--- src/design/fys_pkg.sv ---
package fys_pkg;

  localparam int MAX_LEN = 16;
  localparam int IDX_W   = $clog2(MAX_LEN);
  localparam int CNT_W   = IDX_W + 1;
  localparam int CFG_W   = 5;
  localparam int VAL_W   = 32;
  localparam int DRAW_W  = 16;
  localparam int STEP_W  = $clog2(DRAW_W + 1);

  typedef enum logic {
    ACT_LOAD = 1'b0,
    ACT_DRAW = 1'b1
  } action_e;

  typedef enum logic [2:0] {
    ST_IDLE,
    ST_MOD,
    ST_RD_A,
    ST_RD_B,
    ST_WR_A,
    ST_WR_B,
    ST_EMIT_RD,
    ST_EMIT_WR
  } state_e;

  typedef enum logic [1:0] {
    RD_N1,
    RD_R,
    RD_K
  } rd_sel_e;

  typedef struct packed {
    logic    load_en;
    logic    draw_en;
    rd_sel_e rd_sel;
    logic    tmp_load;
    logic    wr_a;
    logic    wr_b;
    logic    emit_push;
  } cmd_t;

  typedef struct packed {
    logic load_emits;
    logic draw_ok;
    logic mod_done;
    logic last_swap;
    logic emit_last;
    logic out_free;
  } stat_t;

endpackage

--- src/design/fys_in_if.sv ---
interface fys_in_if;
  logic                                 valid;
  logic                                 ready;
  logic                                 action;
  logic signed [fys_pkg::VAL_W-1:0]     element_value;
  logic        [fys_pkg::DRAW_W-1:0]    random_draw;

  modport source (output valid, output action, output element_value,
                  output random_draw, input ready);
  modport sink (input valid, input action, input element_value,
                input random_draw, output ready);
endinterface

--- src/design/fys_out_if.sv ---
interface fys_out_if;
  logic                                 valid;
  logic                                 ready;
  logic signed [fys_pkg::VAL_W-1:0]     out_value;
  logic        [fys_pkg::IDX_W-1:0]     out_position;
  logic                                 last_of_run;

  modport source (output valid, output out_value, output out_position,
                  output last_of_run, input ready);
  modport sink (input valid, input out_value, input out_position,
                input last_of_run, output ready);
endinterface

--- src/design/fys_mod.sv ---
module fys_mod (
  input  logic                        clk_i,
  input  logic                        rst_ni,
  input  logic                        start_i,
  input  logic [fys_pkg::DRAW_W-1:0]  dividend_i,
  input  logic [fys_pkg::CNT_W-1:0]   divisor_i,
  output logic                        done_o,
  output logic [fys_pkg::IDX_W-1:0]   rem_o
);
  import fys_pkg::*;

  logic              busy_q, done_q;
  logic [STEP_W-1:0] cnt_q;
  logic [DRAW_W-1:0] dvd_q;
  logic [CNT_W-1:0]  dvs_q;
  logic [CNT_W-1:0]  rem_q, rem_d;
  logic [CNT_W:0]    trial;

  // One restoring step per cycle, most significant dividend bit first.
  always_comb begin
    trial = {rem_q, dvd_q[DRAW_W-1]};
    if (trial >= {1'b0, dvs_q}) begin
      rem_d = CNT_W'(trial - {1'b0, dvs_q});
    end else begin
      rem_d = CNT_W'(trial);
    end
  end

  always_ff @(posedge clk_i or negedge rst_ni) begin
    if (!rst_ni) begin
      busy_q <= 1'b0;
      done_q <= 1'b0;
      cnt_q  <= '0;
    end else begin
      done_q <= 1'b0;
      if (start_i) begin
        busy_q <= 1'b1;
        cnt_q  <= STEP_W'(DRAW_W);
      end else if (busy_q) begin
        cnt_q <= cnt_q - STEP_W'(1);
        if (cnt_q == STEP_W'(1)) begin
          busy_q <= 1'b0;
          done_q <= 1'b1;
        end
      end
    end
  end

  always_ff @(posedge clk_i) begin
    if (start_i) begin
      dvd_q <= dividend_i;
      dvs_q <= divisor_i;
      rem_q <= '0;
    end else if (busy_q) begin
      dvd_q <= {dvd_q[DRAW_W-2:0], 1'b0};
      rem_q <= rem_d;
    end
  end

  assign done_o = done_q;
  assign rem_o  = rem_q[IDX_W-1:0];

endmodule

--- src/design/fys_ctrl.sv ---
module fys_ctrl (
  input  logic           clk_i,
  input  logic           rst_ni,
  input  logic           in_valid_i,
  input  logic           action_i,
  input  fys_pkg::stat_t stat_i,
  output logic           in_ready_o,
  output fys_pkg::cmd_t  cmd_o,
  output fys_pkg::state_e state_o
);
  import fys_pkg::*;

  state_e state_q, state_d;

  always_comb begin
    state_d = state_q;
    unique case (state_q)
      ST_IDLE: begin
        if (in_valid_i) begin
          if (action_i == ACT_LOAD) begin
            if (stat_i.load_emits) state_d = ST_EMIT_RD;
          end else if (stat_i.draw_ok) begin
            state_d = ST_MOD;
          end
        end
      end
      ST_MOD: begin
        if (stat_i.mod_done) state_d = ST_RD_A;
      end
      ST_RD_A: state_d = ST_RD_B;
      ST_RD_B: state_d = ST_WR_A;
      ST_WR_A: state_d = ST_WR_B;
      ST_WR_B: begin
        state_d = stat_i.last_swap ? ST_EMIT_RD : ST_IDLE;
      end
      ST_EMIT_RD: state_d = ST_EMIT_WR;
      ST_EMIT_WR: begin
        if (stat_i.out_free) begin
          state_d = stat_i.emit_last ? ST_IDLE : ST_EMIT_RD;
        end
      end
      default: state_d = ST_IDLE;
    endcase
  end

  always_comb begin
    in_ready_o      = 1'b0;
    cmd_o           = '0;
    cmd_o.rd_sel    = RD_K;
    unique case (state_q)
      ST_IDLE: begin
        in_ready_o    = 1'b1;
        cmd_o.load_en = in_valid_i && (action_i == ACT_LOAD);
        cmd_o.draw_en = in_valid_i && (action_i == ACT_DRAW);
      end
      ST_RD_A: cmd_o.rd_sel = RD_N1;
      ST_RD_B: begin
        cmd_o.rd_sel   = RD_R;
        cmd_o.tmp_load = 1'b1;
      end
      ST_WR_A:    cmd_o.wr_a = 1'b1;
      ST_WR_B:    cmd_o.wr_b = 1'b1;
      ST_EMIT_WR: cmd_o.emit_push = stat_i.out_free;
      default: begin
        cmd_o.rd_sel = RD_K;
      end
    endcase
  end

  always_ff @(posedge clk_i or negedge rst_ni) begin
    if (!rst_ni) begin
      state_q <= ST_IDLE;
    end else begin
      state_q <= state_d;
    end
  end

  assign state_o = state_q;

endmodule

--- src/design/fys_datapath.sv ---
module fys_datapath (
  input  logic                              clk_i,
  input  logic                              rst_ni,
  input  fys_pkg::cmd_t                     cmd_i,
  output fys_pkg::stat_t                    stat_o,
  input  logic signed [fys_pkg::VAL_W-1:0]  element_value_i,
  input  logic        [fys_pkg::DRAW_W-1:0] random_draw_i,
  input  logic                              cfg_we_i,
  input  logic        [fys_pkg::CFG_W-1:0]  cfg_wdata_i,
  fys_out_if.source                         out_o
);
  import fys_pkg::*;

  logic signed [VAL_W-1:0] mem [MAX_LEN];
  logic signed [VAL_W-1:0] rdata_q, tmp_q, wdata;
  logic        [IDX_W-1:0] raddr, waddr;
  logic                    we;

  logic [CFG_W-1:0] list_length_q;
  logic [CNT_W-1:0] load_pos_q, n_q, run_len_q;
  logic             shuffle_q;
  logic [IDX_W-1:0] k_q;

  logic [CNT_W-1:0] len, pos, pos_next;
  logic             mod_start, mod_done;
  logic [IDX_W-1:0] r;

  logic                    out_valid_q;
  logic signed [VAL_W-1:0] out_value_q;
  logic [IDX_W-1:0]        out_position_q;
  logic                    last_q;

  // Effective list length: zero counts as one, oversize clamps to the store depth.
  always_comb begin
    if (list_length_q == '0) begin
      len = CNT_W'(1);
    end else if (int'(list_length_q) > MAX_LEN) begin
      len = CNT_W'(MAX_LEN);
    end else begin
      len = CNT_W'(list_length_q);
    end
    pos      = (shuffle_q || load_pos_q >= len) ? '0 : load_pos_q;
    pos_next = pos + CNT_W'(1);
  end

  always_comb begin
    stat_o.load_emits = (len == CNT_W'(1));
    stat_o.draw_ok    = shuffle_q && (n_q >= CNT_W'(2)) && (int'(n_q) <= MAX_LEN);
    stat_o.mod_done   = mod_done;
    stat_o.last_swap  = (n_q <= CNT_W'(2));
    stat_o.emit_last  = ((CNT_W'(k_q) + CNT_W'(1)) == run_len_q);
    stat_o.out_free   = !out_valid_q || out_o.ready;
  end

  assign mod_start = cmd_i.draw_en && stat_o.draw_ok;

  fys_mod u_mod (
    .clk_i      (clk_i),
    .rst_ni     (rst_ni),
    .start_i    (mod_start),
    .dividend_i (random_draw_i),
    .divisor_i  (n_q),
    .done_o     (mod_done),
    .rem_o      (r)
  );

  always_comb begin
    case (cmd_i.rd_sel)
      RD_N1:   raddr = IDX_W'(n_q - CNT_W'(1));
      RD_R:    raddr = r;
      default: raddr = k_q;
    endcase
    we    = 1'b0;
    waddr = pos[IDX_W-1:0];
    wdata = element_value_i;
    if (cmd_i.load_en) begin
      we = 1'b1;
    end else if (cmd_i.wr_a) begin
      we    = 1'b1;
      waddr = IDX_W'(n_q - CNT_W'(1));
      wdata = rdata_q;
    end else if (cmd_i.wr_b) begin
      we    = 1'b1;
      waddr = r;
      wdata = tmp_q;
    end
  end

  always_ff @(posedge clk_i) begin
    if (we) begin
      mem[waddr] <= wdata;
    end
    rdata_q <= mem[raddr];
    if (cmd_i.tmp_load) begin
      tmp_q <= rdata_q;
    end
  end

  always_ff @(posedge clk_i or negedge rst_ni) begin
    if (!rst_ni) begin
      list_length_q <= CFG_W'(10);
      load_pos_q    <= '0;
      n_q           <= '0;
      run_len_q     <= '0;
      shuffle_q     <= 1'b0;
      k_q           <= '0;
      out_valid_q   <= 1'b0;
    end else begin
      if (cfg_we_i) begin
        list_length_q <= cfg_wdata_i;
      end
      if (cmd_i.load_en) begin
        if (pos_next >= len) begin
          load_pos_q <= '0;
          run_len_q  <= len;
          if (len == CNT_W'(1)) begin
            shuffle_q <= 1'b0;
            n_q       <= '0;
          end else begin
            shuffle_q <= 1'b1;
            n_q       <= len;
          end
        end else begin
          load_pos_q <= pos_next;
          shuffle_q  <= 1'b0;
          n_q        <= '0;
        end
      end else if (cmd_i.draw_en && !stat_o.draw_ok) begin
        shuffle_q <= 1'b0;
        n_q       <= '0;
      end else if (cmd_i.wr_b) begin
        if (stat_o.last_swap) begin
          shuffle_q  <= 1'b0;
          n_q        <= '0;
          load_pos_q <= '0;
        end else begin
          n_q <= n_q - CNT_W'(1);
        end
      end
      if (cmd_i.emit_push) begin
        out_valid_q <= 1'b1;
        k_q         <= stat_o.emit_last ? '0 : k_q + IDX_W'(1);
      end else if (out_o.ready) begin
        out_valid_q <= 1'b0;
      end
    end
  end

  always_ff @(posedge clk_i) begin
    if (cmd_i.emit_push) begin
      out_value_q    <= rdata_q;
      out_position_q <= k_q;
      last_q         <= stat_o.emit_last;
    end
  end

  assign out_o.valid        = out_valid_q;
  assign out_o.out_value    = out_value_q;
  assign out_o.out_position = out_position_q;
  assign out_o.last_of_run  = last_q;

endmodule

--- src/design/fisher_yates_shuffler.sv ---
// Loads list_length elements (load transactions), then shuffles them in place
// with Fisher-Yates, one draw transaction per swap, and emits the shuffled list
// as one run of results with last_of_run on the final one. A draw's remainder
// draw mod n comes from a restoring divider that retires one bit per cycle
// and hands over the result when done; the swap then steps through four states
// (read, read, write, write) on the element memory, which has one read and one
// write port, and then the block returns to idle. The draw that finishes the
// shuffle, or the load that completes a one-element list, is followed by the
// run, each result a memory read, then a push into the output register that
// waits while the sink stalls. No input is taken while a draw or a run is in
// progress; the last result may still wait in the output register while the
// next transaction is taken.
module fisher_yates_shuffler (
  input  logic                             clk_i,
  input  logic                             rst_ni,
  fys_in_if.sink                           in_i,
  fys_out_if.source                        out_o,
  input  logic                             cfg_we_i,
  input  logic [fys_pkg::CFG_W-1:0]        cfg_wdata_i
);
  import fys_pkg::*;

  cmd_t   cmd;
  stat_t  stat;
  state_e state;
  logic   in_ready;

  fys_ctrl u_ctrl (
    .clk_i      (clk_i),
    .rst_ni     (rst_ni),
    .in_valid_i (in_i.valid),
    .action_i   (in_i.action),
    .stat_i     (stat),
    .in_ready_o (in_ready),
    .cmd_o      (cmd),
    .state_o    (state)
  );

  fys_datapath u_datapath (
    .clk_i           (clk_i),
    .rst_ni          (rst_ni),
    .cmd_i           (cmd),
    .stat_o          (stat),
    .element_value_i (in_i.element_value),
    .random_draw_i   (in_i.random_draw),
    .cfg_we_i        (cfg_we_i),
    .cfg_wdata_i     (cfg_wdata_i),
    .out_o           (out_o)
  );

  assign in_i.ready = in_ready;

  // An accepted draw that starts the divider blocks input until the swap ends.
  a_draw_busy: assert property (@(posedge clk_i) disable iff (!rst_ni)
    (in_i.valid && in_ready && in_i.action == ACT_DRAW && stat.draw_ok) |=> !in_ready)
    else $error("input taken while a draw is in progress");

  // The divider only finishes while the controller waits for it.
  a_mod_done: assert property (@(posedge clk_i) disable iff (!rst_ni)
    stat.mod_done |-> (state == ST_MOD))
    else $error("remainder finished outside the wait state");

  // A result is pushed only into a free output register.
  a_push_free: assert property (@(posedge clk_i) disable iff (!rst_ni)
    cmd.emit_push |-> stat.out_free)
    else $error("result pushed over a waiting result");

  // A one-element list goes straight to emission.
  a_single_emit: assert property (@(posedge clk_i) disable iff (!rst_ni)
    (in_i.valid && in_ready && in_i.action == ACT_LOAD && stat.load_emits)
      |=> (state == ST_EMIT_RD))
    else $error("one-element list not emitted");

endmodule

--- src/flat_wrapper.sv ---
// flat-port wrapper written by rule: the top's interface ports become plain ports
module fisher_yates_shuffler_flat import fys_pkg::*;
  (clk_i, rst_ni, cfg_we_i, cfg_wdata_i, in_i_valid, in_i_action, in_i_element_value, in_i_random_draw, in_i_ready, out_o_valid, out_o_out_value, out_o_out_position, out_o_last_of_run, out_o_ready);
  fys_in_if in_i_i ();
  fys_out_if out_o_i ();
  input  logic clk_i;
  input  logic rst_ni;
  input  logic cfg_we_i;
  input  logic [fys_pkg::CFG_W-1:0] cfg_wdata_i;
  input wire logic [$bits(in_i_i.valid)-1:0] in_i_valid;
  input wire logic [$bits(in_i_i.action)-1:0] in_i_action;
  input wire logic [$bits(in_i_i.element_value)-1:0] in_i_element_value;
  input wire logic [$bits(in_i_i.random_draw)-1:0] in_i_random_draw;
  output wire logic [$bits(in_i_i.ready)-1:0] in_i_ready;
  output wire logic [$bits(out_o_i.valid)-1:0] out_o_valid;
  output wire logic [$bits(out_o_i.out_value)-1:0] out_o_out_value;
  output wire logic [$bits(out_o_i.out_position)-1:0] out_o_out_position;
  output wire logic [$bits(out_o_i.last_of_run)-1:0] out_o_last_of_run;
  input wire logic [$bits(out_o_i.ready)-1:0] out_o_ready;
  assign in_i_i.valid = in_i_valid;
  assign in_i_i.action = in_i_action;
  assign in_i_i.element_value = in_i_element_value;
  assign in_i_i.random_draw = in_i_random_draw;
  assign in_i_ready = in_i_i.ready;
  assign out_o_valid = out_o_i.valid;
  assign out_o_out_value = out_o_i.out_value;
  assign out_o_out_position = out_o_i.out_position;
  assign out_o_last_of_run = out_o_i.last_of_run;
  assign out_o_i.ready = out_o_ready;
  fisher_yates_shuffler u_core (.clk_i(clk_i), .rst_ni(rst_ni), .in_i(in_i_i), .out_o(out_o_i), .cfg_we_i(cfg_we_i), .cfg_wdata_i(cfg_wdata_i));
endmodule
--- config.mk ---
export PLATFORM = sky130hd
export DESIGN_NAME = fisher_yates_shuffler_flat
export DESIGN_NICKNAME = d
export VERILOG_FILES = /design/src/design/fys_pkg.sv /design/src/design/fys_in_if.sv /design/src/design/fys_out_if.sv /design/src/design/fys_mod.sv /design/src/design/fys_ctrl.sv /design/src/design/fys_datapath.sv /design/src/design/fisher_yates_shuffler.sv /design/src/flat_wrapper.sv
export SDC_FILE = /design/constraint.sdc
export NUM_CORES = 1
export LEC_CHECK = 0
export ABC_CLOCK_PERIOD_IN_PS = 4200
export BUFFER_PORTS_ARGS = -buffer_cell sky130_fd_sc_hd__buf_2
export CORE_MARGIN = 2
export CORE_UTILIZATION = 45
export DETAILED_ROUTE_END_ITERATION = 6
export PLACE_DENSITY = 0.67
export SLEW_MARGIN = 15
export SYNTH_ARGS = -nofsm -noshare
export SYNTH_HDL_FRONTEND = slang
export SYNTH_SLANG_ARGS = --single-unit
export TNS_END_PERCENT = 30
--- constraint.sdc ---
create_clock -name clk_i -period 4.2 [get_ports clk_i]
set_input_delay 0.42 -clock clk_i [delete_from_list [all_inputs] [get_ports clk_i]]
set_output_delay 0.42 -clock clk_i [all_outputs]
set_load 0.1 [all_outputs]
==> summary.txt <==
status -> finished clean
Buf/Inv on CP -> 2
worst vdd ir -> 0.2533 mV
relative slew slack -> 25.60%
FP Rows -> 90
Sink Count -> 675
initial antenna violation count -> 0
Hold Crit Start -> cfg_wdata_i[0]
Power Density -> 423.7 nW/um^2
Layout Utilization -> 52.42%
Yosys cell types -> 64
final period demand of the worst path -> 3.983 ns
Routed WL -> 63.02 mm
Die ar. -> 62460 um^2
FF-to-FF Start -> u_core.u_datapath.list_length_q[1]$_DFFE_PN1P_
main flop type after synthesis -> edfxtp_1
nets@finish -> 2107
CP Class -> reg2reg
Setup violations, final -> 0
TritonRoute pass-1 iters -> 5
post-synthesis sequential area ratio -> 72.47%
CP max FO -> 4
Hold Path Class -> in2reg
final routed DRC violation total -> 0
GRT overflow -> 0
share of layout cells above drive strength 1 -> 18.64%
Worst Setup SP -> u_core.u_datapath.list_length_q[1]$_DFFE_PN1P_
Synthesized Nets -> 1972
crit path capture type -> flop
starting density of the core -> 45.34%
Via density -> 5.803
Post-synth EDFFs -> 602
LEAKAGE -> 11.03 nW
worst slew pin tran -> 1.116 ns
# IOs -> 98
PnR Total Power -> 13.33 mW
global-route wire length before repair -> 96.16 mm
Layout Cells excl Fill -> 2864
Placer Congestion -> 0.8076
via count -> 16.62k
fin. max-slew vios -> 0
Peak Freq -> 0.2510 GHz
Synth Instances -> 1892
CTS H-tree lvls -> 3
Routed Antenna Nets -> 0
Die X -> 249.9 um
clock share of power -> 43.8%
number of diodes -> 0
Gate power share -> 1.4%
chip height -> 249.9 um
largest net degree at the start of global routing -> 100
number of global-route vias before repair -> 16.35k
Num CTS Buffers -> 68
CP required -> 4.73 ns
CORE AREA -> 60020 um^2
clock latency on the worst-skew pair -> 0.60 ns
Net Sw Frac -> 19.45%
max-cap check violation count -> 0
master of the slowest instance on the critical path -> or3_1
Area Overhead vs Synth -> 15.60%
Yosys reg bits -> 675
Pint -> 10.74 mW
asr flop ratio synth -> 5.333%
Sequential Power Share -> 54.7%
post-synthesis average cell area -> 14.38 um^2
Final Cycle Share -> 94.84%
Hold WS -> 0.07676 ns
number of fill cells -> 4820
GRT Overall Usage -> 20.05%
IO Port Bufs -> 97
final count of hold timing violations -> 0
worst path arrival time -> 4.51 ns
flip-flop and latch area -> 19720 um^2
Mapped Area -> 27210 um^2
Avg WL per Cell -> 22.00 um
Crit path max-delay family -> simple AND/OR/NAND/NOR gates
Reg clk slew, reported paths -> 0.06 ns
multi-input combinational cell area -> 6974 um^2
Yosys warnings -> 0
CTS Root Buffer Type -> clkbuf_16
Post-DP HPWL -> 34.89 mm
clock buffer depth -> 3
largest stage delay on the critical path -> 0.40 ns
Cell Chain, Critical Path -> or3_1 > a21oi_2 > ha_1 > nand2b_1 > a211oi_1 > o21a_1 > nand2_1 > inv_1 > ha_1 > nand3_1 > or2_2 > a21boi_1 > ha_1 > a21o_1 > a31oi_1 > buf_4 > and2_2 > and3_1 > a21o_1
CTS tree -> yes
placed instance count -> 2736
RSZ-0062 raised after global routing -> no
clock skew -> 0.01952 ns
Iteration-0 DRC Markers -> 1404
setup total negative slack -> 0 ns
Most Frequent Cell on Critical Path -> ha_1
crit path launch type -> flop
Sw Pwr -> 2.593 mW
[power groups by stage]
stage,clock network (mW),logic (mW),registers [mW]
floorplan,0,0.0708,7.44
global placement,0,0.177,7.44
detailed placement,0,0.186,7.44
CTS,5.96,0.187,7.30
global route,6.21,0.212,7.29
finish,5.84,0.190,7.30
[timing repair]
item,CTS,global route
endpoints found under the hold margin,34,0
hold buffers,1,0
endpoints found under the setup margin,1,16
buffers inserted,0,2
pin swaps,0,1
resized for setup,1,4
[cells in the final DEF (no fill, tap or decap), types with 5 or more instances in the layout]
| master | n |
|---|---|
| clkbuf_16 | 71 |
| inv_1 | 25 |
| ha_1 | 20 |
| nand2b_1 | 10 |
| mux2i_1 | 37 |
| nor3_1 | 7 |
| clkbuf_1 | 21 |
| nor2b_1 | 6 |
| edfxtp_1 | 602 |
| buf_2 | 97 |
| dfxtp_1 | 37 |
| a311oi_1 | 128 |
| nand2_1 | 326 |
| xnor2_1 | 11 |
| a31oi_1 | 7 |
| nand3_1 | 10 |
| a211oi_1 | 105 |
| nor2_1 | 17 |
| xor2_1 | 5 |
| a211oi_2 | 28 |
| a21oi_1 | 20 |
| dfrtp_1 | 33 |
| clkinv_2 | 14 |
| mux2_2 | 21 |
| clkbuf_8 | 7 |
| nor2_4 | 17 |
| or4_1 | 32 |
| o21ai_0 | 52 |
| and3_1 | 130 |
| buf_12 | 21 |
| buf_4 | 81 |
[Yosys cell counts (11+ instances only)]
cell type  count  area, um^2
nand2b_1      11       68.82
ha_1          20       250.2
a211oi_1     105       788.3
or4_1         32       240.2
edfxtp_1     602       18080
mux2_2        21       236.5
and3_1       130       813.3
a21oi_1       21       105.1
mux2i_1       37       370.4
nor2_1        34       127.6
a211oi_2      28       350.3
dfrtp_1       34       850.8
inv_1         26       97.59
buf_1         13       48.80
buf_2         29       145.1
o21ai_0       52       260.3
clkbuf_1      80       300.3
dfxtp_1       37       740.7
a311oi_1     128        1121
xnor2_1       11       96.34
nand2_1      328        1231
[registers in the layout (all words and copies together), names as in the netlist]
signal                                cells
u_core.u_datapath.list_length_q           5
u_core.u_datapath.run_len_q               5
u_core.u_datapath.u_mod.done_o            1
u_core.u_datapath.u_mod.dvs_q             5
u_core.u_ctrl.state_o                     3
u_core.u_datapath.out_o.out_position      4
u_core.u_datapath.u_mod.dvd_q            16
u_core.u_datapath.k_q                     4
u_core.u_datapath.n_q                     5
u_core.u_datapath.load_pos_q              5
u_core.u_datapath.tmp_q                  32
u_core.u_datapath.u_mod.rem_q             5
u_core.u_datapath.out_o.out_value        32
u_core.u_datapath.shuffle_q               1
u_core.u_datapath.rdata_q                32
u_core.u_datapath.u_mod.cnt_q             5
u_core.u_datapath.out_o.valid             1
u_core.u_datapath.out_o.last_of_run       1
u_core.u_datapath.mem                   512
u_core.u_datapath.u_mod.busy_q            1
[worst paths after layout]
| kind | end | cells after the start | slack (ns) |
|---|---|---|---|
| setup / recovery | u_core.u_datapath.load_pos_q[2]$_DFFE_PN0P_ | 19 | 0.22 |
| max in group asynchronous | u_core.u_ctrl.state_o[0]$_DFFE_PN0P_ | 2 | 3.13 |
| setup reg to reg | u_core.u_datapath.load_pos_q[2]$_DFFE_PN0P_ | 19 | 0.22 |
| min in group asynchronous | u_core.u_datapath.list_length_q[2]$_DFFE_PN0P_ | 2 | 0.48 |
| hold / removal | u_core.u_datapath.list_length_q[0]$_DFFE_PN0P_ | 3 | 0.08 |
| hold reg to reg | u_core.u_datapath.out_o.out_value[1]$_DFFE_PP_ | 0 | 0.45 |
[cell type report]
cell class / count / area share [%]
multi-input cells: 1056 / 22.17
well taps: 782 / 3.110
clock buffers: 99 / 6.204
repair buffers: 200 / 4.844
inverters: 26 / 0.3102
flip-flops and latches: 675 / 62.69
clock inverters: 26 / 0.6721
[logic make-up (layout without fill, tap and decap cells)]
group | after synthesis | in the layout | synth area share, %
flops | 675 | 675 | 72.47
simple gates | 581 | 581 | 10.21
buf+inv | 161 | 351 | 2.607
xor+xnor | 16 | 16 | 0.5149
compound gates | 380 | 380 | 10.97
fa+ha+maj | 21 | 21 | 0.9931
mux | 58 | 58 | 2.230
[through the flow]
stage / setup slack [ns] / cell area (um^2)
final: 0.2167 / 31460
after global routing: 0.007051 / 31460
after CTS: 0.02378 / 31430
after detailed placement: 0.007459 / 29250
after global placement: 0.09389 / 29250
after floorplan: 0.005851 / 27240
[worst reg2reg max path: stages, from the launching register on]
cell	delay, ns
dfstp_2	0.36
or3_1	0.40
a21oi_2	0.21
ha_1	0.25
nand2b_1	0.13
a211oi_1	0.24
o21a_1	0.20
nand2_1	0.10
inv_1	0.09
ha_1	0.18
nand3_1	0.10
or2_2	0.29
a21boi_1	0.17
ha_1	0.26
a21o_1	0.18
a31oi_1	0.17
buf_4	0.16
and2_2	0.18
and3_1	0.16
a21o_1	0.08
[per-layer routing]
layer | vias to the layer above | wire length, um | track usage, % | part of all wire [%]
li1 | 7627 | - | - | -
met1 | 8360 | 26510 | 27.09 | 42
met2 | 534 | 31290 | 33.30 | 50
met3 | 98 | 3757 | 2.868 | 6.0
met4 | 0 | 1458 | 7.040 | 2.3
met5 | - | 0 | 0 | 0
Power figures use the tool's default switching activity.
